### src/rtl/cphu_pkg.sv
// Package: shared constants, types and the arctangent table for the phase unwrapper.
package cphu_pkg;

   localparam int SAMPLE_BITS_DEF   = 16;
   localparam int MAX_SWEEP_DEF     = 1024;
   localparam int CORDIC_STAGES_DEF = 16;

   localparam int FIELD_W       = 16;
   localparam int RAW_BITS      = 32;
   localparam int PRESCALE_BITS = 24;
   localparam int ATAN_LEN      = 24;
   localparam int ATAN_W        = 22;
   localparam int Z_W           = 27;
   localparam int PHASE_W       = 17;
   localparam int ACC_W         = 27;

   localparam int HALF_TURN_Q8 = 46080;
   localparam int FULL_TURN_Q8 = 92160;
   localparam int HALF_TURN_Z  = 11796480;
   localparam int ROUND_HALF   = 128;
   localparam int ROUND_SHIFT  = 8;
   localparam int OUT_LIMIT    = 67108863;

   typedef logic signed [FIELD_W-1:0] sample_type;
   typedef logic signed [PHASE_W-1:0] phase_type;
   typedef logic signed [ACC_W-1:0]   acc_type;

   // atan(2^-k) in degrees * 2^16
   function automatic logic [ATAN_W-1:0] atan_q16(input int idx);
      logic [ATAN_W-1:0] v;
      case (idx)
         0:       v = 22'd2949120;
         1:       v = 22'd1740967;
         2:       v = 22'd919879;
         3:       v = 22'd466945;
         4:       v = 22'd234379;
         5:       v = 22'd117304;
         6:       v = 22'd58666;
         7:       v = 22'd29335;
         8:       v = 22'd14668;
         9:       v = 22'd7334;
         10:      v = 22'd3667;
         11:      v = 22'd1833;
         12:      v = 22'd917;
         13:      v = 22'd458;
         14:      v = 22'd229;
         15:      v = 22'd115;
         16:      v = 22'd57;
         17:      v = 22'd29;
         18:      v = 22'd14;
         19:      v = 22'd7;
         20:      v = 22'd4;
         21:      v = 22'd2;
         22:      v = 22'd1;
         default: v = 22'd0;
      endcase
      return v;
   endfunction

endpackage

### src/rtl/cphu_if.sv
// Interfaces: sample request channel and unwrapped phase response channel.
interface cphu_req_if
   import cphu_pkg::*;
();
   logic       valid;
   logic       ready;
   sample_type i_sample;
   sample_type q_sample;
   logic       end_of_sweep;

   modport source (output valid, i_sample, q_sample, end_of_sweep, input ready);
   modport sink   (input valid, i_sample, q_sample, end_of_sweep, output ready);
endinterface

interface cphu_rsp_if
   import cphu_pkg::*;
();
   logic    valid;
   logic    ready;
   acc_type unwrapped_phase;
   logic    sweep_done;

   modport source (output valid, unwrapped_phase, sweep_done, input ready);
   modport sink   (input valid, unwrapped_phase, sweep_done, output ready);
endinterface

### src/rtl/complex_phase_unwrap.sv
// Top level: iterative CORDIC atan2 with sweep phase unwrapping and saturation.
//
//   channel | dir | handshake   | payload
//   req     | in  | valid/ready | i_sample, q_sample, end_of_sweep
//   rsp     | out | valid/ready | unwrapped_phase, sweep_done
//
// An item is loaded, rotated min(CORDIC_STAGES,24) times on the shared x/y/z
// adder set, rounded, then unwrapped.
// reset sets the sweep start flag; clears sequencer, previous phase, accumulator.
// req.ready is high only while the sequencer is idle; a result waiting in the
// output register does not block the next item, but the unwrap step holds until
// that register is free.
module complex_phase_unwrap
   import cphu_pkg::*;
#(
   parameter int SAMPLE_BITS   = SAMPLE_BITS_DEF,
   parameter int MAX_SWEEP     = MAX_SWEEP_DEF,
   parameter int CORDIC_STAGES = CORDIC_STAGES_DEF
) (
   input logic        clock,
   input logic        reset,
   cphu_req_if.sink   req,
   cphu_rsp_if.source rsp
);

   localparam int STG = (CORDIC_STAGES > ATAN_LEN) ? ATAN_LEN : CORDIC_STAGES;
   localparam int KW  = $clog2(STG);
   localparam int SW  = SAMPLE_BITS + 3;
   localparam int DW  = SW + PRESCALE_BITS;
   localparam int DIFF_W = PHASE_W + 2;
   localparam int SUM_W  = ACC_W + 1;
   localparam longint BOUND_FULL = longint'(MAX_SWEEP) * longint'(HALF_TURN_Q8);
   localparam int BOUND = (BOUND_FULL > longint'(OUT_LIMIT)) ? OUT_LIMIT : int'(BOUND_FULL);

   localparam logic [1:0] ST_IDLE = 2'd0;
   localparam logic [1:0] ST_ROT  = 2'd1;
   localparam logic [1:0] ST_RND  = 2'd2;
   localparam logic [1:0] ST_UPD  = 2'd3;

   logic [1:0]            state_ff, state_in;
   logic [KW-1:0]         k_ff, k_in;
   logic signed [DW-1:0]  x_ff, x_in, y_ff, y_in;
   logic signed [Z_W-1:0] z_ff, z_in;
   logic                  special_ff, special_in;
   logic                  left_ff, left_in;
   logic                  last_ff, last_in;
   phase_type             cur_ff, cur_in;
   logic                  first_ff, first_in;
   phase_type             prev_ff, prev_in;
   acc_type               acc_ff, acc_in;
   logic                  rsp_valid_ff, rsp_valid_in;
   acc_type               rsp_phase_ff, rsp_phase_in;
   logic                  rsp_done_ff, rsp_done_in;

   logic [RAW_BITS-1:0]          i_raw, q_raw;
   logic signed [SAMPLE_BITS-1:0] i_sb, q_sb;
   logic signed [SW-1:0]         i_ext, q_ext, x0, y0;
   logic signed [Z_W-1:0]        z0;
   logic                         in_left;
   logic                         accept;
   logic                         upd_fire;
   logic signed [DW-1:0]         dx, dy;
   logic signed [Z_W-1:0]        atan_k;
   logic                         y_pos;
   logic signed [Z_W-1:0]        z_rnd, z_sh, z_clamp;
   logic signed [DIFF_W-1:0]     diff, step;
   logic signed [SUM_W-1:0]      sum;
   acc_type                      acc_clamp;

   assign accept   = req.valid && req.ready;
   assign upd_fire = (state_ff == ST_UPD) && (!rsp_valid_ff || rsp.ready);

   // sample conversion and half-plane fold
   always_comb begin
      i_raw   = {{(RAW_BITS - FIELD_W){1'b0}}, req.i_sample};
      q_raw   = {{(RAW_BITS - FIELD_W){1'b0}}, req.q_sample};
      i_sb    = i_raw[SAMPLE_BITS-1:0];
      q_sb    = q_raw[SAMPLE_BITS-1:0];
      i_ext   = SW'(i_sb);
      q_ext   = SW'(q_sb);
      in_left = i_ext[SW-1];
      x0      = in_left ? -i_ext : i_ext;
      y0      = in_left ? -q_ext : q_ext;
      if (!in_left) begin
         z0 = '0;
      end else if (!q_ext[SW-1]) begin
         z0 = Z_W'(HALF_TURN_Z);
      end else begin
         z0 = Z_W'(-HALF_TURN_Z);
      end
   end

   // shared rotation unit
   always_comb begin
      dx     = y_ff >>> k_ff;
      dy     = x_ff >>> k_ff;
      atan_k = Z_W'(atan_q16(int'(k_ff)));
      y_pos  = !y_ff[DW-1] && (|y_ff);
   end

   // round to Q8 and clamp
   always_comb begin
      z_rnd = z_ff + Z_W'(ROUND_HALF);
      z_sh  = z_rnd >>> ROUND_SHIFT;
      priority if (z_sh > Z_W'(HALF_TURN_Q8)) begin
         z_clamp = Z_W'(HALF_TURN_Q8);
      end else if (z_sh < Z_W'(-HALF_TURN_Q8)) begin
         z_clamp = Z_W'(-HALF_TURN_Q8);
      end else begin
         z_clamp = z_sh;
      end
   end

   // wrap step into [-180,180) and accumulate with saturation
   always_comb begin
      diff = DIFF_W'(cur_ff) - DIFF_W'(prev_ff);
      priority if (diff >= DIFF_W'(HALF_TURN_Q8)) begin
         step = diff - DIFF_W'(FULL_TURN_Q8);
      end else if (diff < DIFF_W'(-HALF_TURN_Q8)) begin
         step = diff + DIFF_W'(FULL_TURN_Q8);
      end else begin
         step = diff;
      end
      sum = first_ff ? SUM_W'(cur_ff) : (SUM_W'(acc_ff) + SUM_W'(step));
      priority if (sum > SUM_W'(BOUND)) begin
         acc_clamp = ACC_W'(BOUND);
      end else if (sum < SUM_W'(-BOUND)) begin
         acc_clamp = ACC_W'(-BOUND);
      end else begin
         acc_clamp = sum[ACC_W-1:0];
      end
   end

   always_comb begin
      state_in     = state_ff;
      k_in         = k_ff;
      x_in         = x_ff;
      y_in         = y_ff;
      z_in         = z_ff;
      special_in   = special_ff;
      left_in      = left_ff;
      last_in      = last_ff;
      cur_in       = cur_ff;
      first_in     = first_ff;
      prev_in      = prev_ff;
      acc_in       = acc_ff;
      rsp_valid_in = rsp_valid_ff && !rsp.ready;
      rsp_phase_in = rsp_phase_ff;
      rsp_done_in  = rsp_done_ff;
      unique case (state_ff)
         ST_IDLE: begin
            if (accept) begin
               state_in   = ST_ROT;
               k_in       = '0;
               x_in       = $signed({x0, {PRESCALE_BITS{1'b0}}});
               y_in       = $signed({y0, {PRESCALE_BITS{1'b0}}});
               z_in       = z0;
               special_in = (q_ext == '0);
               left_in    = in_left;
               last_in    = req.end_of_sweep;
            end
         end
         ST_ROT: begin
            if (y_pos) begin
               x_in = x_ff + dx;
               y_in = y_ff - dy;
               z_in = z_ff + atan_k;
            end else begin
               x_in = x_ff - dx;
               y_in = y_ff + dy;
               z_in = z_ff - atan_k;
            end
            k_in = k_ff + 1'b1;
            if (k_ff == KW'(STG - 1)) begin
               state_in = ST_RND;
            end
         end
         ST_RND: begin
            // real axis: exact 0, or +180 on the negative side
            if (special_ff) begin
               cur_in = left_ff ? PHASE_W'(HALF_TURN_Q8) : '0;
            end else begin
               cur_in = z_clamp[PHASE_W-1:0];
            end
            state_in = ST_UPD;
         end
         ST_UPD: begin
            if (upd_fire) begin
               acc_in       = acc_clamp;
               prev_in      = cur_ff;
               first_in     = last_ff;
               rsp_valid_in = 1'b1;
               rsp_phase_in = acc_clamp;
               rsp_done_in  = last_ff;
               state_in     = ST_IDLE;
            end
         end
         default: state_in = ST_IDLE;
      endcase
   end

   always_ff @(posedge clock) begin
      if (reset) begin
         state_ff     <= ST_IDLE;
         first_ff     <= 1'b1;
         prev_ff      <= '0;
         acc_ff       <= '0;
         rsp_valid_ff <= 1'b0;
      end else begin
         state_ff     <= state_in;
         first_ff     <= first_in;
         prev_ff      <= prev_in;
         acc_ff       <= acc_in;
         rsp_valid_ff <= rsp_valid_in;
      end
   end

   always_ff @(posedge clock) begin
      k_ff         <= k_in;
      x_ff         <= x_in;
      y_ff         <= y_in;
      z_ff         <= z_in;
      special_ff   <= special_in;
      left_ff      <= left_in;
      last_ff      <= last_in;
      cur_ff       <= cur_in;
      rsp_phase_ff <= rsp_phase_in;
      rsp_done_ff  <= rsp_done_in;
   end

   assign req.ready           = (state_ff == ST_IDLE);
   assign rsp.valid           = rsp_valid_ff;
   assign rsp.unwrapped_phase = rsp_phase_ff;
   assign rsp.sweep_done      = rsp_done_ff;

`ifndef ASSERT_OFF
   a_accept_starts_rot: assert property (@(posedge clock) disable iff (reset)
      accept |=> (state_ff == ST_ROT))
      else $error("accepted item did not start rotation");

   a_result_from_upd: assert property (@(posedge clock) disable iff (reset)
      $rose(rsp_valid_ff) |-> $past(state_ff == ST_UPD))
      else $error("result appeared without an unwrap step");

   a_result_in_bound: assert property (@(posedge clock) disable iff (reset)
      rsp_valid_ff |-> ((rsp_phase_ff <= ACC_W'(BOUND)) && (rsp_phase_ff >= ACC_W'(-BOUND))))
      else $error("unwrapped phase beyond saturation bound");

   a_phase_in_range: assert property (@(posedge clock) disable iff (reset)
      (state_ff == ST_UPD) |-> ((cur_ff <= PHASE_W'(HALF_TURN_Q8))
                                && (cur_ff >= PHASE_W'(-HALF_TURN_Q8))))
      else $error("wrapped phase out of half-turn range");
`endif

endmodule

### src/flat_wrapper.sv
// flat-port wrapper written by rule: the top's interface ports become plain ports
module complex_phase_unwrap_flat import cphu_pkg::*;
#(
   parameter int SAMPLE_BITS   = SAMPLE_BITS_DEF,
   parameter int MAX_SWEEP     = MAX_SWEEP_DEF,
   parameter int CORDIC_STAGES = CORDIC_STAGES_DEF
)
  (clock, reset, req_valid, req_i_sample, req_q_sample, req_end_of_sweep, req_ready, rsp_valid, rsp_unwrapped_phase, rsp_sweep_done, rsp_ready);
  cphu_req_if req_i ();
  cphu_rsp_if rsp_i ();
  input logic clock;
  input logic reset;
  input wire logic [$bits(req_i.valid)-1:0] req_valid;
  input wire logic [$bits(req_i.i_sample)-1:0] req_i_sample;
  input wire logic [$bits(req_i.q_sample)-1:0] req_q_sample;
  input wire logic [$bits(req_i.end_of_sweep)-1:0] req_end_of_sweep;
  output wire logic [$bits(req_i.ready)-1:0] req_ready;
  output wire logic [$bits(rsp_i.valid)-1:0] rsp_valid;
  output wire logic [$bits(rsp_i.unwrapped_phase)-1:0] rsp_unwrapped_phase;
  output wire logic [$bits(rsp_i.sweep_done)-1:0] rsp_sweep_done;
  input wire logic [$bits(rsp_i.ready)-1:0] rsp_ready;
  assign req_i.valid = req_valid;
  assign req_i.i_sample = req_i_sample;
  assign req_i.q_sample = req_q_sample;
  assign req_i.end_of_sweep = req_end_of_sweep;
  assign req_ready = req_i.ready;
  assign rsp_valid = rsp_i.valid;
  assign rsp_unwrapped_phase = rsp_i.unwrapped_phase;
  assign rsp_sweep_done = rsp_i.sweep_done;
  assign rsp_i.ready = rsp_ready;
  complex_phase_unwrap #(.SAMPLE_BITS(SAMPLE_BITS), .MAX_SWEEP(MAX_SWEEP), .CORDIC_STAGES(CORDIC_STAGES)) u_core (.clock(clock), .reset(reset), .req(req_i), .rsp(rsp_i));
endmodule
### config.mk
export PLATFORM = sky130hd
export DESIGN_NAME = complex_phase_unwrap_flat
export DESIGN_NICKNAME = d
export VERILOG_FILES = /design/src/rtl/cphu_pkg.sv /design/src/rtl/cphu_if.sv /design/src/rtl/complex_phase_unwrap.sv /design/src/flat_wrapper.sv
export SDC_FILE = /design/constraint.sdc
export NUM_CORES = 1
export LEC_CHECK = 0
export BUFFER_PORTS_ARGS = -buffer_cell sky130_fd_sc_hd__buf_4
export CAP_MARGIN = 25
export CORE_MARGIN = 2
export CORE_UTILIZATION = 70
export CTS_BUF_LIST = sky130_fd_sc_hd__clkbuf_16
export DETAILED_ROUTE_END_ITERATION = 12
export PLACE_DENSITY = 0.88
export SLEW_MARGIN = 5
export SYNTH_ARGS = -nofsm -noshare
export SYNTH_HDL_FRONTEND = slang
export SYNTH_SLANG_ARGS = --single-unit
### constraint.sdc
create_clock -name clock -period 15.8 [get_ports clock]
set_input_delay 2.37 -clock clock [delete_from_list [all_inputs] [get_ports clock]]
set_output_delay 2.37 -clock clock [all_outputs]
set_load 0.03 [all_outputs]
# Word-level counts from Yosys, hierarchy flattened
# Memories as Yosys holds them, arrays and structs flattened. A register that Yosys moved wholly into a read port is not among the register bits.
# Index checks and enable logic that the tools add are counted.
[classes] n_addsub=14 order_cmp=6 n_reduce_logical=16 shift=2 n_eq_ne=7 mux=31
[ops] operator="43-bit two-way mux" count=4
[ops] operator="43-bit case mux with 2 select lines" count=2
[ops] operator="27-bit two-way mux" count=6
[ops] operator="43-bit adder" count=2
[ops] operator="43-bit by 4-bit >>> shifter with 43-bit output" count=2
[ops] operator="43-bit subtractor" count=2
[ops] operator="19-bit two-way mux" count=4
[ops] operator="27-bit case mux with 2 select lines" count=1
[ops] operator="17-bit two-way mux" count=3
[ops] operator="43-bit OR reduction" count=1
[ops] operator="19-bit by 17-bit < comparator with 1-bit output, second input constant" count=2
[ops] operator="16-bit negator with 19-bit output" count=2
[ops] operator="27-bit by 19-bit adder with 28-bit output" count=1
[ops] operator="28-bit by 27-bit greater-than comparator with 1-bit output, second input constant" count=1
[ops] operator="28-bit by 27-bit < comparator with 1-bit output, second input constant" count=1
[ops] operator="28-bit two-way mux" count=1
[ops] operator="27-bit by 23-bit adder with 27-bit output" count=1
[ops] operator="27-bit by 9-bit adder with 27-bit output, second input constant" count=1
[ops] operator="27-bit by 23-bit subtractor with 27-bit output" count=1
[ops] operator="19-bit by 18-bit adder with 19-bit output, second input constant" count=1
[ops] operator="19-bit by 17-bit greater-or-equal comparator with 1-bit output, second input constant" count=1
[ops] operator="19-bit by 17-bit greater-than comparator with 1-bit output, second input constant" count=1
[ops] operator="19-bit logical NOT" count=1
[ops] operator="19-bit by 18-bit subtractor with 19-bit output, second input constant" count=1
[ops] operator="20 further kinds" count=33
[word_totals] mem_bits_ro=352 in_bits=37 out_inout_bits=30 wordCells=92 mem_count=1 reg_bits=213
[mem_list] name="(name not given)" depth=16 word_bits=22 read_ports=1 rd_clocked_by_memory_dff=1 write_ports=0 line_no="cphu_pkg.sv:31" source="case (idx)"

# Longest topological paths before layout
[depth] depth_word=9 mapped_depth=31 depth_no_buf=26

# Worst setup path before layout
# No wires, ideal clock.
[synth_timing] path_kind="input -> register" start="input port req_valid" end="register u_core.atan_k[5] (netlist name)" t_arrival_ns=6.763 path_slack_ns=8.921 n_path_buf=1 path_stages=11 setup_time_ns=0.116 required_ns=15.684 cell_sequence="nand2b_1 o21ai_0 inv_1 o21ai_1 inv_1 ha_1 clkbuf_2 nor2_1 nor2_1 nor2_1 nor2_1"
[synth_between] elab_chain_len=4
[synth_rtl] item="start: declaration" line_no="flat_wrapper.sv:13" source="input wire logic [$bits(req_i.valid)-1:0] req_valid;"
[synth_rtl] item="1-bit logical AND" line_no="complex_phase_unwrap.sv:70" source="assign accept = req.valid && req.ready;"
[synth_rtl] item="2-bit != test (no source line)"
[synth_rtl] item="2-bit AND reduction (no source line)"
[synth_rtl] item="4-bit two-way mux (no source line)"
# Every way passes these cells.
# A chain may end at the register's enable or synchronous reset.

# Final worst setup path
[layout_timing] start="register u_core.cur_ff[1]" end="register u_core.rsp_phase_ff[25], in the netlist u_core.rsp.unwrapped_phase[25], data pin"
[layout_between] elab_chain_len=9 elab_cells_between_ends=13
[layout_rtl] item="start: declaration" line_no="complex_phase_unwrap.sv:47" source="phase_type cur_ff, cur_in;"
[layout_rtl] item="start signal: assignment" line_no="complex_phase_unwrap.sv:226" source="cur_ff <= cur_in;"
[layout_rtl] item="17-bit by 17-bit subtractor with 18-bit output" line_no="complex_phase_unwrap.sv:116" source="diff = DIFF_W'(cur_ff) - DIFF_W'(prev_ff);"
[layout_rtl] item="19-bit by 18-bit adder with 19-bit output or 19-bit by 17-bit < comparator with 1-bit output (tied branches)" line_no="complex_phase_unwrap.sv:120, complex_phase_unwrap.sv:119"
[layout_rtl] item="19-bit two-way mux" line_no="complex_phase_unwrap.sv:119" source="end else if (diff < DIFF_W'(-HALF_TURN_Q8)) begin"
[layout_rtl] item="19-bit two-way mux" line_no="complex_phase_unwrap.sv:117" source="priority if (diff >= DIFF_W'(HALF_TURN_Q8)) begin"
[layout_rtl] item="27-bit by 19-bit adder with 28-bit output" line_no="complex_phase_unwrap.sv:124" source="sum = first_ff ? SUM_W'(cur_ff) : (SUM_W'(acc_ff) + SUM_W'(step));"
[layout_rtl] item="28-bit two-way mux (*)" line_no="complex_phase_unwrap.sv:124"
[layout_rtl] item="28-bit by 27-bit < comparator with 1-bit output" line_no="complex_phase_unwrap.sv:127" source="end else if (sum < SUM_W'(-BOUND)) begin"
[layout_rtl] item="27-bit two-way mux" line_no="complex_phase_unwrap.sv:127"
[layout_rtl] item="27-bit two-way mux (*)" line_no="complex_phase_unwrap.sv:125" source="priority if (sum > SUM_W'(BOUND)) begin"
[layout_rtl] item="net u_core.acc_clamp[25]" line_no="complex_phase_unwrap.sv:68" source="acc_type acc_clamp;"
[layout_rtl] item="end signal: assignment" line_no="complex_phase_unwrap.sv:227" source="rsp_phase_ff <= rsp_phase_in;"
[layout_rtl] item="end: declaration" line_no="complex_phase_unwrap.sv:52" source="acc_type rsp_phase_ff, rsp_phase_in;"
# Mark *: on every way through the listed nets, which the timed path passes. The rest lies on a longest branch.

==> flow_summary_export.csv <==
group,metric,value,unit
run_status,outcome,"finished, final reports clean",
synth,yosys-top-cells-count,"nor2_1, a21oi_1, nand2_1",
die,initial_core_util,71.1,%
worst_setup_path,reg2reg_slack,7.99,ns
cts,clk_pin_slew,0.06,ns
synth,synth-main-ff-cell,"edfxtp_1",
synth,synth_top_family_by_area,"compound AO/OA/AOI/OAI gates",
sta,fin_skew,0.0209,ns
sta,maxSlewViolCount,0,
global_route,grt_pass1_wl,124000,um
cts,clkSinkCount,235,
routing,drt_iter0_markers,2704,
synth,synthArstFlopShare,0,%
synth,yosys.area_share.simple,18.5,%
cts,numCtsBuffers,28,
layout,final_util,75.4,%
worst_setup_path,r2r-end,"u_core.rsp.unwrapped_phase[25]",
synth,syn-num-nets,3229,
worst_setup_path,cp_data_required_time,16.15,ns
synth,synthCells,3011,
cts,clock_path_buffers,3,
synth,synth_cell_types,94,
worst_hold_path,hold_depth,2,
routing,first_pass_iters,6,
cts,cts_resized,0,
routing,routed_wl,78000,um
sta,finalSetupViolCount,0,
sta,timing_hold_violations_final,0,
synth,synthMuxAreaShare,14.3,%
die,die_w,197,um
sta,fmax,0.128,GHz
sta,worst_slew_pin_slew,0.917,ns
worst_setup_path,arrival,8.16,ns
placed_design,dp_hpwl,56700,um
synth,yosysWarnings,0,
die,core-area,36700,um2
placed_design,portBuffers,66,
routing,drc,0,
synth,syn_avg_cell_area,8.67,um2
cts,cts_tree,"yes",
routing,antenna_left,0,
routing,dr_total_vias,24781,
global_route,antenna_found_initial,0,
synth,synth_xor_xnor_area_share,8.86,%
worst_setup_path,crit_type,"register to register",
cts,root_buffer,"clkbuf_16",
die,dieHeight,197,um
worst_hold_path,min_from,"u_core.prev_ff[9]",
synth,synth-seq-cells,235,
job,max_cap_viol_count,0,
global_route,track_usage,39.7,%
layout,syn2layout_area_growth,6.08,%
cts,cts_hold_buf,0,
worst_setup_path,crit_fanout,22,
routing,routedWlPerCell,22.4,um
cts,htree_levels,1,
worst_setup_path,rr_startpoint,"u_core.cur_ff[1]",
layout,layout.nets,3204,
sta,fin_crit_sh,49.4,%
cts,post_cts_buffers,0,
synth,synth_most_common_cell,"nor2_1",
synth,synth_edf_count,165,
sta,final.setup.tns,0,ns
sta,rsz0062_at_grt,"no",
global_route,grt_max_degree,78,
worst_hold_path,hold_class,"register to register",
worst_setup_path,rr_worst_depth,23,
layout,drive_above_1_share,10.5,%
worst_setup_path,endpoint_kind,"register",
placed_design,gp_congestion,1.01,
global_route,grt_pass1_vias,24190,
die,die-area,38800,um2
synth,synth_largest_area_cell,"edfxtp_1",
synth,synth_compound_area_share,21.1,%
sta,fin_crit,7.81,ns
synth,synth.top_cells.by_area,"edfxtp_1, ha_1, mux4_2",
routing,via_per_inst,7.13,
sta,relSlewSlack,38.2,%
cts,clk_latency,0.60,ns
worst_hold_path,holdPathEnd,"u_core.prev_ff[9]",
synth,yosysSeqAreaShare,24.4,%
global_route,overflow,0,
synth,synth_top_cell_area_share,19.0,%
die,ioPinCount,67,
layout,n_antenna_cell,0,
synth,synth_adder_area_share,8.82,%
worst_setup_path,worst_setup_path_start_kind,"register",
synth,netlist_area,26100,um2
die,rows,70,
## layout by cell type, fill, tap and decap left out, types with 21 or more instances in the layout
cell type and n:
nor2_1 338, nand3b_1 29, and3_1 25, nor2b_1 24, mux2i_1 73, o21bai_1 22
edfxtp_1 165, o31ai_1 31, mux4_2 70, o21a_1 23, a31oi_1 35, a21oi_1 258
buf_4 92, mux4_1 31, nor4_1 25, and2_1 40, nand2_1 246, a211oi_1 28
nor3_1 53, inv_1 94, or3_1 21, dfxtp_1 70, xor2_1 98, xnor2_1 166
o41ai_1 26, nand3_1 72, o22ai_1 24, nand2b_1 41, a21o_1 89, clkbuf_16 31
o21ai_0 161, nand4_1 24, ha_1 175, mux2_2 53
## layout make-up
cell class	instances	area [um2]
clock buffer	31	776
sequential	235	6360
fill	2707	9020
multi-input combinational	2531	18700
clock inverter	21	183
inverter	94	355
timing repair buffer	96	743
tap	468	586
## through the flow
step	setup slack, ns	std cells	cell area, um2	hold WS [ns]
final	7.99	3476	27700	0.459
after CTS	8.07	3472	27600	0.458
after global placement	8.41	3419	26700	0.443
after global routing	7.42	3476	27700	0.489
after floorplan	8.92	3011	26100	0.428
after detailed placement	8.15	3420	26700	0.443
## worst max path at each step
stage | depth (start not counted) | slack, ns | endpoint | from
global placement | 23 | 8.41 | u_core.y_ff[30] | u_core.k_ff[1]
CTS | 23 | 8.07 | u_core.rsp.unwrapped_phase[25] | u_core.cur_ff[1]
global route | 23 | 7.42 | u_core.rsp.unwrapped_phase[25] | u_core.cur_ff[1]
floorplan | 11 | 8.92 | u_core.atan_k[5] | req_valid
finish | 23 | 7.99 | u_core.rsp.unwrapped_phase[25] | u_core.cur_ff[1]
detailed placement | 23 | 8.15 | u_core.rsp.unwrapped_phase[25] | u_core.cur_ff[1]
## cell families (layout without fill, tap and decap cells)
family,Yosys count,after routing
flip-flops,235,235
adder cells (fa/ha/maj),181,181
AO/OA/AOI/OAI,853,853
AND/OR/NAND/NOR,1005,1005
XOR/XNOR,264,264
multiplexers,228,228
buffers and inverters,245,242
## state kept, by name, indices dropped and copies added, names as in the netlist, 2 cells and up
signal / flops
u_core.k_ff: 4
u_core.prev_ff: 17
u_core.cur_ff: 17
u_core.z_ff: 27
u_core.rsp.unwrapped_phase: 27
u_core.acc_ff: 27
u_core.x_ff: 43
u_core.atan_k: 22
u_core.state_ff: 2
u_core.y_ff: 43
## critical path, cell delays in order, from the launching register on
cell	delay, ns
edfxtp_1	0.46
ha_1	0.32
nor2b_1	0.16
o31a_1	0.28
o41a_1	0.36
a31oi_1	0.36
a21oi_1	0.16
a41o_1	0.29
a31oi_1	0.42
nor2_1	0.18
o21ai_0	0.32
nand2_1	0.11
xor2_1	0.15
ha_1	0.36
a2111oi_0	0.75
or3_1	0.23
o211ai_1	0.26
a31oi_1	0.31
mux2i_1	0.44
nor2_1	0.09
nor3_1	0.27
o31a_1	0.74
nor2_1	0.18
or2_2	0.34
## per-layer routing
| metal | wire length, um | GRT usage (%) |
|---|---|---|
| met3 | 6480 | 5.22 |
| met1 | 28700 | 46.8 |
| met2 | 36700 | 68.1 |
| met4 | 6090 | 26.3 |
| met5 | 0 | 0.128 |
Power is left out: the tool's default activity adds up to more than one toggle a clock period on the data nets, which glitch-free logic cannot reach.
